## src/sv/kcenter_novelty_cache_defines.svh

```systemverilog
// assertion macros for the novelty cache
`ifndef KCENTER_NOVELTY_CACHE_DEFINES_SVH
`define KCENTER_NOVELTY_CACHE_DEFINES_SVH

// same-cycle implication, checked out of reset
`define KNC_ASSERT_NOW(lbl, ante, cons) \
    lbl: assert property (@(posedge i_clk) disable iff (!i_rst_n) (ante) |-> (cons)) \
        else $error("novelty cache check failed");

// next-cycle implication, checked out of reset
`define KNC_ASSERT_NXT(lbl, ante, cons) \
    lbl: assert property (@(posedge i_clk) disable iff (!i_rst_n) (ante) |=> (cons)) \
        else $error("novelty cache check failed");

`endif

```

## src/sv/kcn_pkg.sv

```systemverilog
// package: sizes, register codes, sequencer states and helpers of the novelty cache
`default_nettype none

package kcn_pkg;

    localparam int MAX_CENTERS = 64;
    localparam int POINT_BITS  = 24;
    localparam int ADDR_W      = (MAX_CENTERS > 1) ? $clog2(MAX_CENTERS) : 1;
    localparam int CNT_W       = $clog2(MAX_CENTERS + 1);
    localparam int LIMIT_W     = 24;
    localparam int CAP_W       = 7;
    localparam int CMP_W       = (POINT_BITS > LIMIT_W) ? POINT_BITS : LIMIT_W;
    localparam int CAPCMP_W    = CAP_W + CNT_W;
    localparam int IN_W        = ((POINT_BITS + 7) / 8) * 8;
    localparam int OUT_BITS    = 2 + POINT_BITS + 2 * CNT_W;
    localparam int OUT_W       = ((OUT_BITS + 7) / 8) * 8;

    localparam logic [LIMIT_W-1:0] LIMIT_RESET = LIMIT_W'(167772);
    localparam logic [CAP_W-1:0]   CAP_RESET   = CAP_W'(64);

    localparam logic REG_LIMIT = 1'b0;
    localparam logic REG_CAP   = 1'b1;

    typedef enum logic [2:0] {
        S_IDLE,
        S_SCAN,
        S_SHIFT,
        S_INSERT,
        S_OUT
    } t_state;

    function automatic logic [POINT_BITS-1:0] abs_diff(
        input logic [POINT_BITS-1:0] a,
        input logic [POINT_BITS-1:0] b
    );
        return (a >= b) ? (a - b) : (b - a);
    endfunction

endpackage

`default_nettype wire

```

## src/sv/kcenter_novelty_cache.sv

```systemverilog
// top level: online 1-d k-center novelty cache with a circular center memory
// an accepted point is compared with every center held, newest first; a hit then gives its result,
// a novel point is inserted before its result, and with eviction the entries newer than the victim
// are first moved up by one over it
// one item at a time: the next word is taken in the idle state after the result is accepted
// reset: synchronous active low, clears occupancy and peak, restores both registers
`default_nettype none
`include "kcenter_novelty_cache_defines.svh"

module kcenter_novelty_cache
    import kcn_pkg::*;
(
    input  wire logic                i_clk,
    input  wire logic                i_rst_n,
    input  wire logic                i_cfg_valid,
    output logic                     o_cfg_ready,
    input  wire logic                i_cfg_index,
    input  wire logic [LIMIT_W-1:0]  i_cfg_data,
    input  wire logic                s_axis_tvalid,
    output logic                     s_axis_tready,
    input  wire logic [IN_W-1:0]     s_axis_tdata,   // point
    output logic                     m_axis_tvalid,
    input  wire logic                m_axis_tready,
    output logic [OUT_W-1:0]         m_axis_tdata    // novel, evicted, evicted_point,
                                                     // occupancy, peak_occupancy
);

    function automatic logic [ADDR_W-1:0] phys(
        input logic [ADDR_W-1:0] base,
        input logic [ADDR_W-1:0] off
    );
        logic [ADDR_W:0] sum;
        sum = {1'b0, base} + {1'b0, off};
        if (sum >= (ADDR_W + 1)'(MAX_CENTERS)) begin
            sum = sum - (ADDR_W + 1)'(MAX_CENTERS);
        end
        return sum[ADDR_W-1:0];
    endfunction

    t_state r_state, n_state;

    logic [LIMIT_W-1:0]    r_limit;
    logic [CAP_W-1:0]      r_cap;
    logic [ADDR_W-1:0]     r_head, n_head;
    logic [CNT_W-1:0]      r_count, n_count;
    logic [CNT_W-1:0]      r_peak, n_peak;
    logic [POINT_BITS-1:0] r_point, n_point;
    logic [CNT_W-1:0]      r_idx, n_idx;
    logic                  r_rd_vld, n_rd_vld;
    logic [ADDR_W-1:0]     r_rd_off, n_rd_off;
    logic                  r_hit, n_hit;
    logic [POINT_BITS-1:0] r_best_d, n_best_d;
    logic [ADDR_W-1:0]     r_best_off, n_best_off;
    logic [POINT_BITS-1:0] r_best_val, n_best_val;
    logic                  r_mv_vld, n_mv_vld;
    logic [ADDR_W-1:0]     r_mv_addr, n_mv_addr;
    logic                  r_res_novel, n_res_novel;
    logic                  r_res_evicted, n_res_evicted;
    logic [POINT_BITS-1:0] r_res_evpt, n_res_evpt;

    logic [POINT_BITS-1:0] r_mem [MAX_CENTERS];
    logic [POINT_BITS-1:0] r_rd_data;
    logic                  mem_we;
    logic [ADDR_W-1:0]     mem_wa;
    logic [POINT_BITS-1:0] mem_wd;
    logic [ADDR_W-1:0]     mem_ra;

    logic [POINT_BITS-1:0] cur_dist;
    logic [CNT_W-1:0]      eff_cap;
    logic [ADDR_W-1:0]     head_dec;

    // center memory
    always_ff @(posedge i_clk) begin
        if (mem_we) begin
            r_mem[mem_wa] <= mem_wd;
        end
        r_rd_data <= r_mem[mem_ra];
    end

    always_comb begin
        if (r_cap == '0) begin
            eff_cap = CNT_W'(1);
        end else if (CAPCMP_W'(r_cap) > CAPCMP_W'(MAX_CENTERS)) begin
            eff_cap = CNT_W'(MAX_CENTERS);
        end else begin
            eff_cap = CNT_W'(r_cap);
        end
    end

    assign cur_dist = abs_diff(r_point, r_rd_data);
    assign head_dec = (r_head == '0) ? ADDR_W'(MAX_CENTERS - 1) : (r_head - 1'b1);

    always_ff @(posedge i_clk) begin
        if (!i_rst_n) begin
            r_state <= S_IDLE;
            r_limit <= LIMIT_RESET;
            r_cap   <= CAP_RESET;
            r_head  <= '0;
            r_count <= '0;
            r_peak  <= '0;
            r_rd_vld <= 1'b0;
            r_mv_vld <= 1'b0;
        end else begin
            r_state  <= n_state;
            r_head   <= n_head;
            r_count  <= n_count;
            r_peak   <= n_peak;
            r_rd_vld <= n_rd_vld;
            r_mv_vld <= n_mv_vld;
            if (i_cfg_valid && o_cfg_ready) begin
                case (i_cfg_index)
                    REG_LIMIT: r_limit <= i_cfg_data;
                    REG_CAP:   r_cap   <= i_cfg_data[CAP_W-1:0];
                    default:   r_limit <= r_limit;
                endcase
            end
        end
    end

    always_ff @(posedge i_clk) begin
        r_point       <= n_point;
        r_idx         <= n_idx;
        r_rd_off      <= n_rd_off;
        r_hit         <= n_hit;
        r_best_d      <= n_best_d;
        r_best_off    <= n_best_off;
        r_best_val    <= n_best_val;
        r_mv_addr     <= n_mv_addr;
        r_res_novel   <= n_res_novel;
        r_res_evicted <= n_res_evicted;
        r_res_evpt    <= n_res_evpt;
    end

    always_comb begin
        n_state       = r_state;
        n_head        = r_head;
        n_count       = r_count;
        n_peak        = r_peak;
        n_point       = r_point;
        n_idx         = r_idx;
        n_rd_vld      = 1'b0;
        n_rd_off      = r_rd_off;
        n_hit         = r_hit;
        n_best_d      = r_best_d;
        n_best_off    = r_best_off;
        n_best_val    = r_best_val;
        n_mv_vld      = 1'b0;
        n_mv_addr     = r_mv_addr;
        n_res_novel   = r_res_novel;
        n_res_evicted = r_res_evicted;
        n_res_evpt    = r_res_evpt;
        mem_we        = 1'b0;
        mem_wa        = r_head;
        mem_wd        = r_point;
        mem_ra        = phys(r_head, r_idx[ADDR_W-1:0]);
        s_axis_tready = 1'b0;
        m_axis_tvalid = 1'b0;
        o_cfg_ready   = 1'b0;

        case (r_state)
            S_IDLE: begin
                s_axis_tready = 1'b1;
                o_cfg_ready   = 1'b1;
                if (s_axis_tvalid) begin
                    n_point       = s_axis_tdata[POINT_BITS-1:0];
                    n_idx         = '0;
                    n_hit         = 1'b0;
                    n_res_novel   = 1'b1;
                    n_res_evicted = 1'b0;
                    n_res_evpt    = '0;
                    n_state       = (r_count == '0) ? S_INSERT : S_SCAN;
                end
            end
            S_SCAN: begin
                // issue reads newest first
                if (r_idx < r_count) begin
                    n_rd_vld = 1'b1;
                    n_rd_off = r_idx[ADDR_W-1:0];
                    n_idx    = r_idx + 1'b1;
                end
                // compare the word read last cycle
                if (r_rd_vld) begin
                    if (CMP_W'(cur_dist) <= CMP_W'(r_limit)) begin
                        n_hit = 1'b1;
                    end
                    if (r_rd_off == '0 || cur_dist < r_best_d) begin
                        n_best_d   = cur_dist;
                        n_best_off = r_rd_off;
                        n_best_val = r_rd_data;
                    end
                end else if (r_idx == r_count) begin
                    if (r_hit) begin
                        n_res_novel = 1'b0;
                        n_state     = S_OUT;
                    end else if (r_count >= eff_cap) begin
                        n_res_evicted = 1'b1;
                        n_res_evpt    = r_best_val;
                        n_idx         = CNT_W'(r_best_off);
                        n_state       = S_SHIFT;
                    end else begin
                        n_state = S_INSERT;
                    end
                end
            end
            S_SHIFT: begin
                // move entries newer than the victim up by one
                if (r_mv_vld) begin
                    mem_we = 1'b1;
                    mem_wa = r_mv_addr;
                    mem_wd = r_rd_data;
                end
                if (r_idx != '0) begin
                    mem_ra    = phys(r_head, r_idx[ADDR_W-1:0] - 1'b1);
                    n_mv_vld  = 1'b1;
                    n_mv_addr = phys(r_head, r_idx[ADDR_W-1:0]);
                    n_idx     = r_idx - 1'b1;
                end else if (!r_mv_vld) begin
                    n_state = S_INSERT;
                end
            end
            S_INSERT: begin
                mem_we = 1'b1;
                if (!r_res_evicted) begin
                    mem_wa  = head_dec;
                    n_head  = head_dec;
                    n_count = r_count + 1'b1;
                    if (r_count + 1'b1 > r_peak) begin
                        n_peak = r_count + 1'b1;
                    end
                end
                n_state = S_OUT;
            end
            S_OUT: begin
                m_axis_tvalid = 1'b1;
                if (m_axis_tready) begin
                    n_state = S_IDLE;
                end
            end
            default: begin
                n_state = S_IDLE;
            end
        endcase
    end

    assign m_axis_tdata = OUT_W'({r_peak, r_count, r_res_evpt, r_res_evicted, r_res_novel});

    `KNC_ASSERT_NOW(a_occ_le_peak, m_axis_tvalid, r_count <= r_peak)
    `KNC_ASSERT_NOW(a_occ_le_max, 1'b1, r_count <= CNT_W'(MAX_CENTERS))
    `KNC_ASSERT_NOW(a_evict_is_novel, m_axis_tvalid && r_res_evicted, r_res_novel)
    `KNC_ASSERT_NXT(a_busy_after_accept, s_axis_tvalid && s_axis_tready, !s_axis_tready)

endmodule

`default_nettype wire

```

## config.mk

```make
export PLATFORM = sky130hd
export DESIGN_NAME = kcenter_novelty_cache
export DESIGN_NICKNAME = d
export VERILOG_FILES = /design/src/sv/kcn_pkg.sv /design/src/sv/kcenter_novelty_cache.sv
export VERILOG_INCLUDE_DIRS = /design/src /design/src/sv
export SDC_FILE = /design/constraint.sdc
export NUM_CORES = 2
export LEC_CHECK = 0
export BUFFER_PORTS_ARGS = -buffer_cell sky130_fd_sc_hd__buf_2
export CORE_MARGIN = 1.5
export CORE_UTILIZATION = 45
export DETAILED_ROUTE_END_ITERATION = 16
export PLACE_DENSITY = 0.7
export SLEW_MARGIN = 15
export SYNTH_ARGS = -nofsm -noshare
export SYNTH_HDL_FRONTEND = slang
export SYNTH_SLANG_ARGS = --single-unit
```

## constraint.sdc

```tcl
create_clock -name i_clk -period 8.3 [get_ports i_clk]
set_clock_uncertainty 0.05 [all_clocks]
set_input_delay 1.245 -clock i_clk [delete_from_list [all_inputs] [get_ports i_clk]]
set_output_delay 1.245 -clock i_clk [all_outputs]
set_load 0.02 [all_outputs]
```

# Word-level counts from Yosys, hierarchy flattened

Memory sizes are Yosys's and may differ from the RTL's. A register that Yosys moved wholly into a read port is not among the register bits.
Index checks and enable logic that the tools add are counted.

Bits in writable memories: 1,536
Flip-flop bits (word level): 180
Memories: 1
Output and inout port bits: 43
Logic and storage cells: 143
Input bits: 54

Reductions and logical operators: 25
$add $sub $neg: 11
Equality and inequality tests: 17
Mux-type cells: 59
Bitwise logic cells: 2
Order comparisons: 9

Memories:

| memory | depth | bits a word | rd ports | clocked after memory_dff | wr ports | RTL line                    | text |
|---|---|---|---|---|---|---|---|
| r_mem  | 64    | 24          | 1        | 1                        | 1        | kcenter_novelty_cache.sv:61 | `logic [POINT_BITS-1:0] r_mem [MAX_CENTERS];` |

Operators by type and width:

| cell                | number |
|---|---|
| $mux 24             | 8 |
| $mux 7              | 9 |
| $pmux 24 s2         | 1 |
| $sub 24x24->24      | 2 |
| $mux 6              | 7 |
| $ge 24x24->1        | 1 |
| $le 24x24->1        | 1 |
| $lt 24x24->1        | 1 |
| $ne 2x2->1 const B  | 12 |
| $sub 6x1->6 const B | 4 |
| $mux 3              | 7 |
| $pmux 7 s3          | 1 |
| $mux 1              | 19 |
| $reduce_and 2->1    | 8 |
| $pmux 3 s5          | 1 |
| $add 6x6->7         | 2 |
| $add 7x1->7 const B | 2 |
| $ge 7x7->1 const B  | 2 |
| $logic_not 7->1     | 2 |
| $logic_not 6->1     | 2 |
| $pmux 6 s2          | 1 |
| $reduce_and 6->1    | 2 |
| $reduce_and 3->1    | 3 |
| $pmux 1 s2          | 4 |
| 19 further kinds    | 21 |

# Depth between registers and ports, before layout

Depth after elaboration: 9
Gate-level depth with buffers: 25
Depth with buffers taken out: 23

# Worst setup path before layout

Ideal clock, no wire load.

Path type: flip-flop to flip-flop
From: reg r_point[0]
To: reg r_best_d[0] (enable)
Library setup time: 0.483 ns
Period minus slack after synthesis: 7.514 ns
Path slack: 0.786 ns
Data required time: 7.767 ns
Path buffers: 3
Stages on the path, launching flop included: 24
Arrival time: 6.981 ns
Cell sequence: edfxtp_1 inv_1 ha_1 inv_1 fa_1 a21o_1 a21oi_1 a21oi_1 a21oi_1 o311a_1 buf_2 buf_1 clkbuf_1 mux2_2 ha_1 a21boi_0 o21a_1 o21a_1 o21a_1 o21ai_0 a21oi_1 o21ai_0 nand4b_1 a21oi_1

Longest elaborated chain between the ends: 5
Elaborated cells between the ends (all ways): 7
Those cells by class: add/sub (2); order compare (2); mux (1); reduce/logical (2)

Ends and longest elaborated chain:

| element                                               | RTL line                     | text |
|---|---|---|
| start: declaration                                    | kcenter_novelty_cache.sv:47  | `logic [POINT_BITS-1:0] r_point, n_point;` |
| start signal: assignment                              | kcenter_novelty_cache.sv:121 | `r_point <= n_point;` |
| $sub 24x24->24 / $ge 24x24->1 (equally long branches) | kcn_pkg.sv:36                | `return (a >= b) ? (a - b) : (b - a);` |
| $mux 24 (*)                                           | kcn_pkg.sv:36                |  |
| net cur_dist[1]                                       | kcenter_novelty_cache.sv:68  | `logic [POINT_BITS-1:0] cur_dist;` |
| $lt 24x24->1 (*)                                      | kcenter_novelty_cache.sv:186 | `if (r_rd_off == '0 \|\| cur_dist < r_best_d) begin` |
| $logic_or 1x1->1 (*)                                  | kcenter_novelty_cache.sv:186 |  |
| $reduce_and 3->1 (no source line) (*)                 | n/a                          |  |
| end signal: assignment                                | kcenter_novelty_cache.sv:125 | `r_best_d <= n_best_d;` |
| end: declaration                                      | kcenter_novelty_cache.sv:52  | `logic [POINT_BITS-1:0] r_best_d, n_best_d;` |

Mark *: on every way through the listed nets, which the timed path passes. The rest lies on a longest branch.
A chain may end at the register's enable or synchronous reset.

# Final worst setup path

From: reg r_point[0]
To: reg r_best_val[3] (enable)

Longest elaborated chain between the ends: 5
Elaborated cells between the ends (all ways): 7
Those cells by class: add/sub (2); order compare (2); mux (1); reduce/logical (2)

Ends and longest elaborated chain:

| element                                               | RTL line                     | text |
|---|---|---|
| $sub 24x24->24 / $ge 24x24->1 (equally long branches) | kcn_pkg.sv:36                |  |
| $mux 24 (*)                                           | kcn_pkg.sv:36                |  |
| net cur_dist[16]                                      | kcenter_novelty_cache.sv:68  |  |
| $lt 24x24->1 (*)                                      | kcenter_novelty_cache.sv:186 |  |
| $logic_or 1x1->1 (*)                                  | kcenter_novelty_cache.sv:186 |  |
| $reduce_and 3->1 (no source line) (*)                 | n/a                          |  |
| end signal: assignment                                | kcenter_novelty_cache.sv:127 | `r_best_val <= n_best_val;` |
| end: declaration                                      | kcenter_novelty_cache.sv:54  | `logic [POINT_BITS-1:0] r_best_val, n_best_val;` |

Marked as above.

==> run metrics <==
slowest CP cell a21oi_4; worst slew pin tran approximately 1.2 ns; worst-path maximum fanout 33; multiplexer share of the synthesized area under 10%; DR top layer met5; main combinational cell family by area after synthesis simple AND/OR/NAND/NOR gates; postcts setup bufs 0; die height between 400 and 500 µm; wire length per cell ~26 µm; GRT overflow 0; kind of critical path flop to flop; fin util approximately half; most common cell after layout, fill and taps aside edfxtp_1; hold depth 0; CP arrival between 7 and 8 ns; Remaining DRCs 0; max_cap viols 0; DR vias roughly 48000; initial antenna violation count 16; CTS tree yes; final worst-path cycle share just over 80%; Hold/Removal Path Class flop to flop; worst stage delay on the critical path about 0.7 ns; setup TNS 0 ns; clock latency on the worst-skew pair a little over 0.8 ns; Seq cells post-synth 1740; Seq/Total Area, Yosys a little over two thirds; Worst Hold Launch r_rd_off[3]$_DFFE_PP_; post-cts resize count 0; DIE AREA approximately 160000 µm²; Placer Congestion between 0.9 and 1; minimum clock period ~6.8 ns; worst path required time 8.71 ns; DR WL met3 21600 µm; synthesized area ~73000 µm²; R2R Setup Slk about 1.5 ns; asr flop ratio synth 0%; Worst slew margin between 20% and 30%; XOR/XNOR Fraction of Synth Area less than 1%; Initial Util 45.4%; RSZ-0062 raised after global routing false; Fmax approximately 0.15 GHz; Cell variety after synth 80; ANT nets after route 0; clock tree sinks 1740; Layout Nets 5803; met2 WL around 95000 µm; clock buffer depth 3; DP Cell Count 7598; Post-synth EDFFs about 1700; TritonRoute pass-1 iters 6; Setup crit start kind flop; Row Count roughly 150; share of layout cells above drive strength 1 between 10 and 15%; DR vias/cell approximately 6.0; Synth Area in Compound Gates 8.21%; Yosys warning total 0; WL met1 about 81000 µm; CP endpoint kind flop; # fillers 13200; first-pass GRT wire length 299000 µm; worst hold slack 0.400 ns; Detailed Route WL between 200000 and 250000 µm; largest net degree at the start of global routing ~140; FF-to-FF Start r_point[0]$_DFFE_PP_; root buffer cell clkbuf_16; Max H-tree Level 4; initial DRC count roughly 6600; Crit path buffers/inverters 4; DIE WIDTH a little over 400 µm; r2r endpoint r_best_val[3]$_DFFE_PP_; Non-Filler Instances between 7000 and 8000; Synth-to-Final Area Change 12.3%; final hold viol count 0; Buffers on Ports 96; Worst Reg-to-Reg Cells 25; Post-synth top flop edfxtp_1; CTS Buf Count roughly 170; number of hold buffers added after CTS 0; Placeable Area 161000 µm²; DP HPWL between 100000 and 150000 µm; Mapped Avg Cell Area about 13 µm²; Clock transition at path regs about 0.060 ns; Synth Instances 5519; Synth Area in Simple Gates a little under an eighth; status complete, no violations; adder-cell share of the synthesized area under 10%; vias in the first global route approximately 45000; syn nets between 5000 and 6000; final setup fails 0; critical path's top delay family compound AO/OA/AOI/OAI gates; hold endpoint r_best_off[3]$_DFFE_PP_; Slew Limit Fails 0; I/O Pins 97; All-Layer GR Usage about a quarter; most frequent cells in the layout edfxtp_1 (1660), nand2_1 (1158), nand3_1 (362)
==> cells in the mapped netlist (11+ instances only) <==
| cell type | count | area (µm²) |
|---|---|---|
| a2111oi_0 | 17 | 149 |
| a211oi_1 | 40 | 300 |
| a21o_1 | 46 | 345 |
| a21oi_1 | 189 | 946 |
| a221oi_1 | 18 | 158 |
| a311oi_1 | 71 | 622 |
| a31oi_1 | 88 | 551 |
| a32o_1 | 19 | 190 |
| a32oi_1 | 44 | 385 |
| and3_1 | 73 | 457 |
| buf_1 | 25 | 93.8 |
| buf_2 | 132 | 661 |
| buf_4 | 33 | 248 |
| clkbuf_1 | 138 | 518 |
| dfxtp_1 | 80 | 1600 |
| edfxtp_1 | 1660 | 49800 |
| ha_1 | 131 | 1640 |
| inv_1 | 149 | 559 |
| mux2i_1 | 220 | 2200 |
| mux4_2 | 19 | 428 |
| nand2_1 | 1160 | 4350 |
| nand2b_1 | 11 | 68.8 |
| nand3_1 | 362 | 1810 |
| nand4_1 | 37 | 231 |
| nor2_1 | 194 | 728 |
| nor2b_1 | 28 | 175 |
| nor3_1 | 52 | 260 |
| nor4_1 | 15 | 93.8 |
| o2111ai_1 | 15 | 131 |
| o211ai_1 | 29 | 218 |
| o21a_1 | 16 | 120 |
| o21ai_0 | 142 | 711 |
| o21bai_1 | 13 | 97.6 |
| o221ai_1 | 20 | 175 |
| o22ai_1 | 39 | 244 |
| xnor2_1 | 38 | 333 |
| xor2_1 | 12 | 105 |
==> through the flow <==
| stage | setup slack, ns | area (µm²) |
|---|---|---|
| after CTS | 1.56 | 82100 |
| after floorplan | 0.786 | 73100 |
| after detailed placement | 1.60 | 76600 |
| after global placement | 1.60 | 76600 |
| final | 1.51 | 82100 |
| after global routing | 1.06 | 82100 |
==> worst reg2reg max path, cell delays in order, from the launching register on <==
cell and delay [ns]:
edfxtp_1 0.42, inv_1 0.15, ha_1 0.18, inv_1 0.05, fa_1 0.39, a21o_1 0.17, a21oi_1 0.32, a21oi_1 0.13
a21oi_1 0.22, o311a_1 0.49, buf_4 0.30, mux2_2 0.39, o221ai_1 0.34, a21oi_1 0.14, xnor2_1 0.21, ha_1 0.22
a21o_1 0.17, a21o_1 0.18, a21o_1 0.17, a21o_1 0.16, a21oi_1 0.14, nor2b_1 0.06, o21ai_0 0.16, nand4b_1 0.19
a21oi_4 0.72, buf_12 0.31
==> routing by layer <==
metal	GRT usage, %	vias up
met5	0	-
met4	9.73	12
met3	4.71	430
met2	38.9	2761
met1	33.3	23700
li1	-	20900
==> registers in the layout, indices dropped and copies added (netlist names), 6 cells and up <==
signal and count:
r_peak 7, r_idx 7, r_point 24, r_limit 24
r_head 6, r_count 7, r_best_d 24, r_best_val 24
r_rd_off 6, r_best_off 6, r_mem 1536, r_rd_data 24
r_cap 7, r_mv_addr 6, r_res_evpt 24
==> worst max-delay path by stage <==
stage                    startpoint                 endpoint  slack, ns  cells past startpoint
6_report       r_point[0]$_DFFE_PP_  r_best_val[3]$_DFFE_PP_       1.51                     25
5_1_grt        r_point[0]$_DFFE_PP_  r_best_val[3]$_DFFE_PP_       1.06                     25
4_1_cts        r_point[0]$_DFFE_PP_  r_best_off[5]$_DFFE_PP_       1.56                     25
3_5_place_dp   r_point[0]$_DFFE_PP_  r_best_val[5]$_DFFE_PP_       1.60                     25
3_3_place_gp   r_point[0]$_DFFE_PP_  r_best_val[3]$_DFFE_PP_       1.60                     25
2_1_floorplan  r_point[0]$_DFFE_PP_    r_best_d[0]$_DFFE_PP_       0.79                     23
==> area by class of cell <==
cell class,count,area [µm²],share of cell area (%)
clock buffers,231,4720,5.75
inverters,153,574,0.700
repair buffers,253,1800,2.19
clock inverters,92,717,0.873
multi-input cells,3292,20100,24.5
diodes,8,20.0,0.0244
well taps,2160,2700,3.29
flip-flops and latches,1740,51400,62.7
==> cells by family (layout without fill, tap and decap cells) <==
| kind of cell | after synthesis | in the layout |
|---|---|---|
| adders and majority gates | 135 | 135 |
| AOI/OAI and AO/OA | 879 | 879 |
| muxes | 252 | 252 |
| buffers and inverters | 487 | 729 |
| DFF | 1740 | 1740 |
| xor gates and xnor gates | 52 | 52 |
| and+or+nand+nor | 1974 | 1974 |
| other | 0 | 8 |
Power is left out: the tool's default activity adds up to more than one toggle a clock period on the data nets, which glitch-free logic cannot reach.
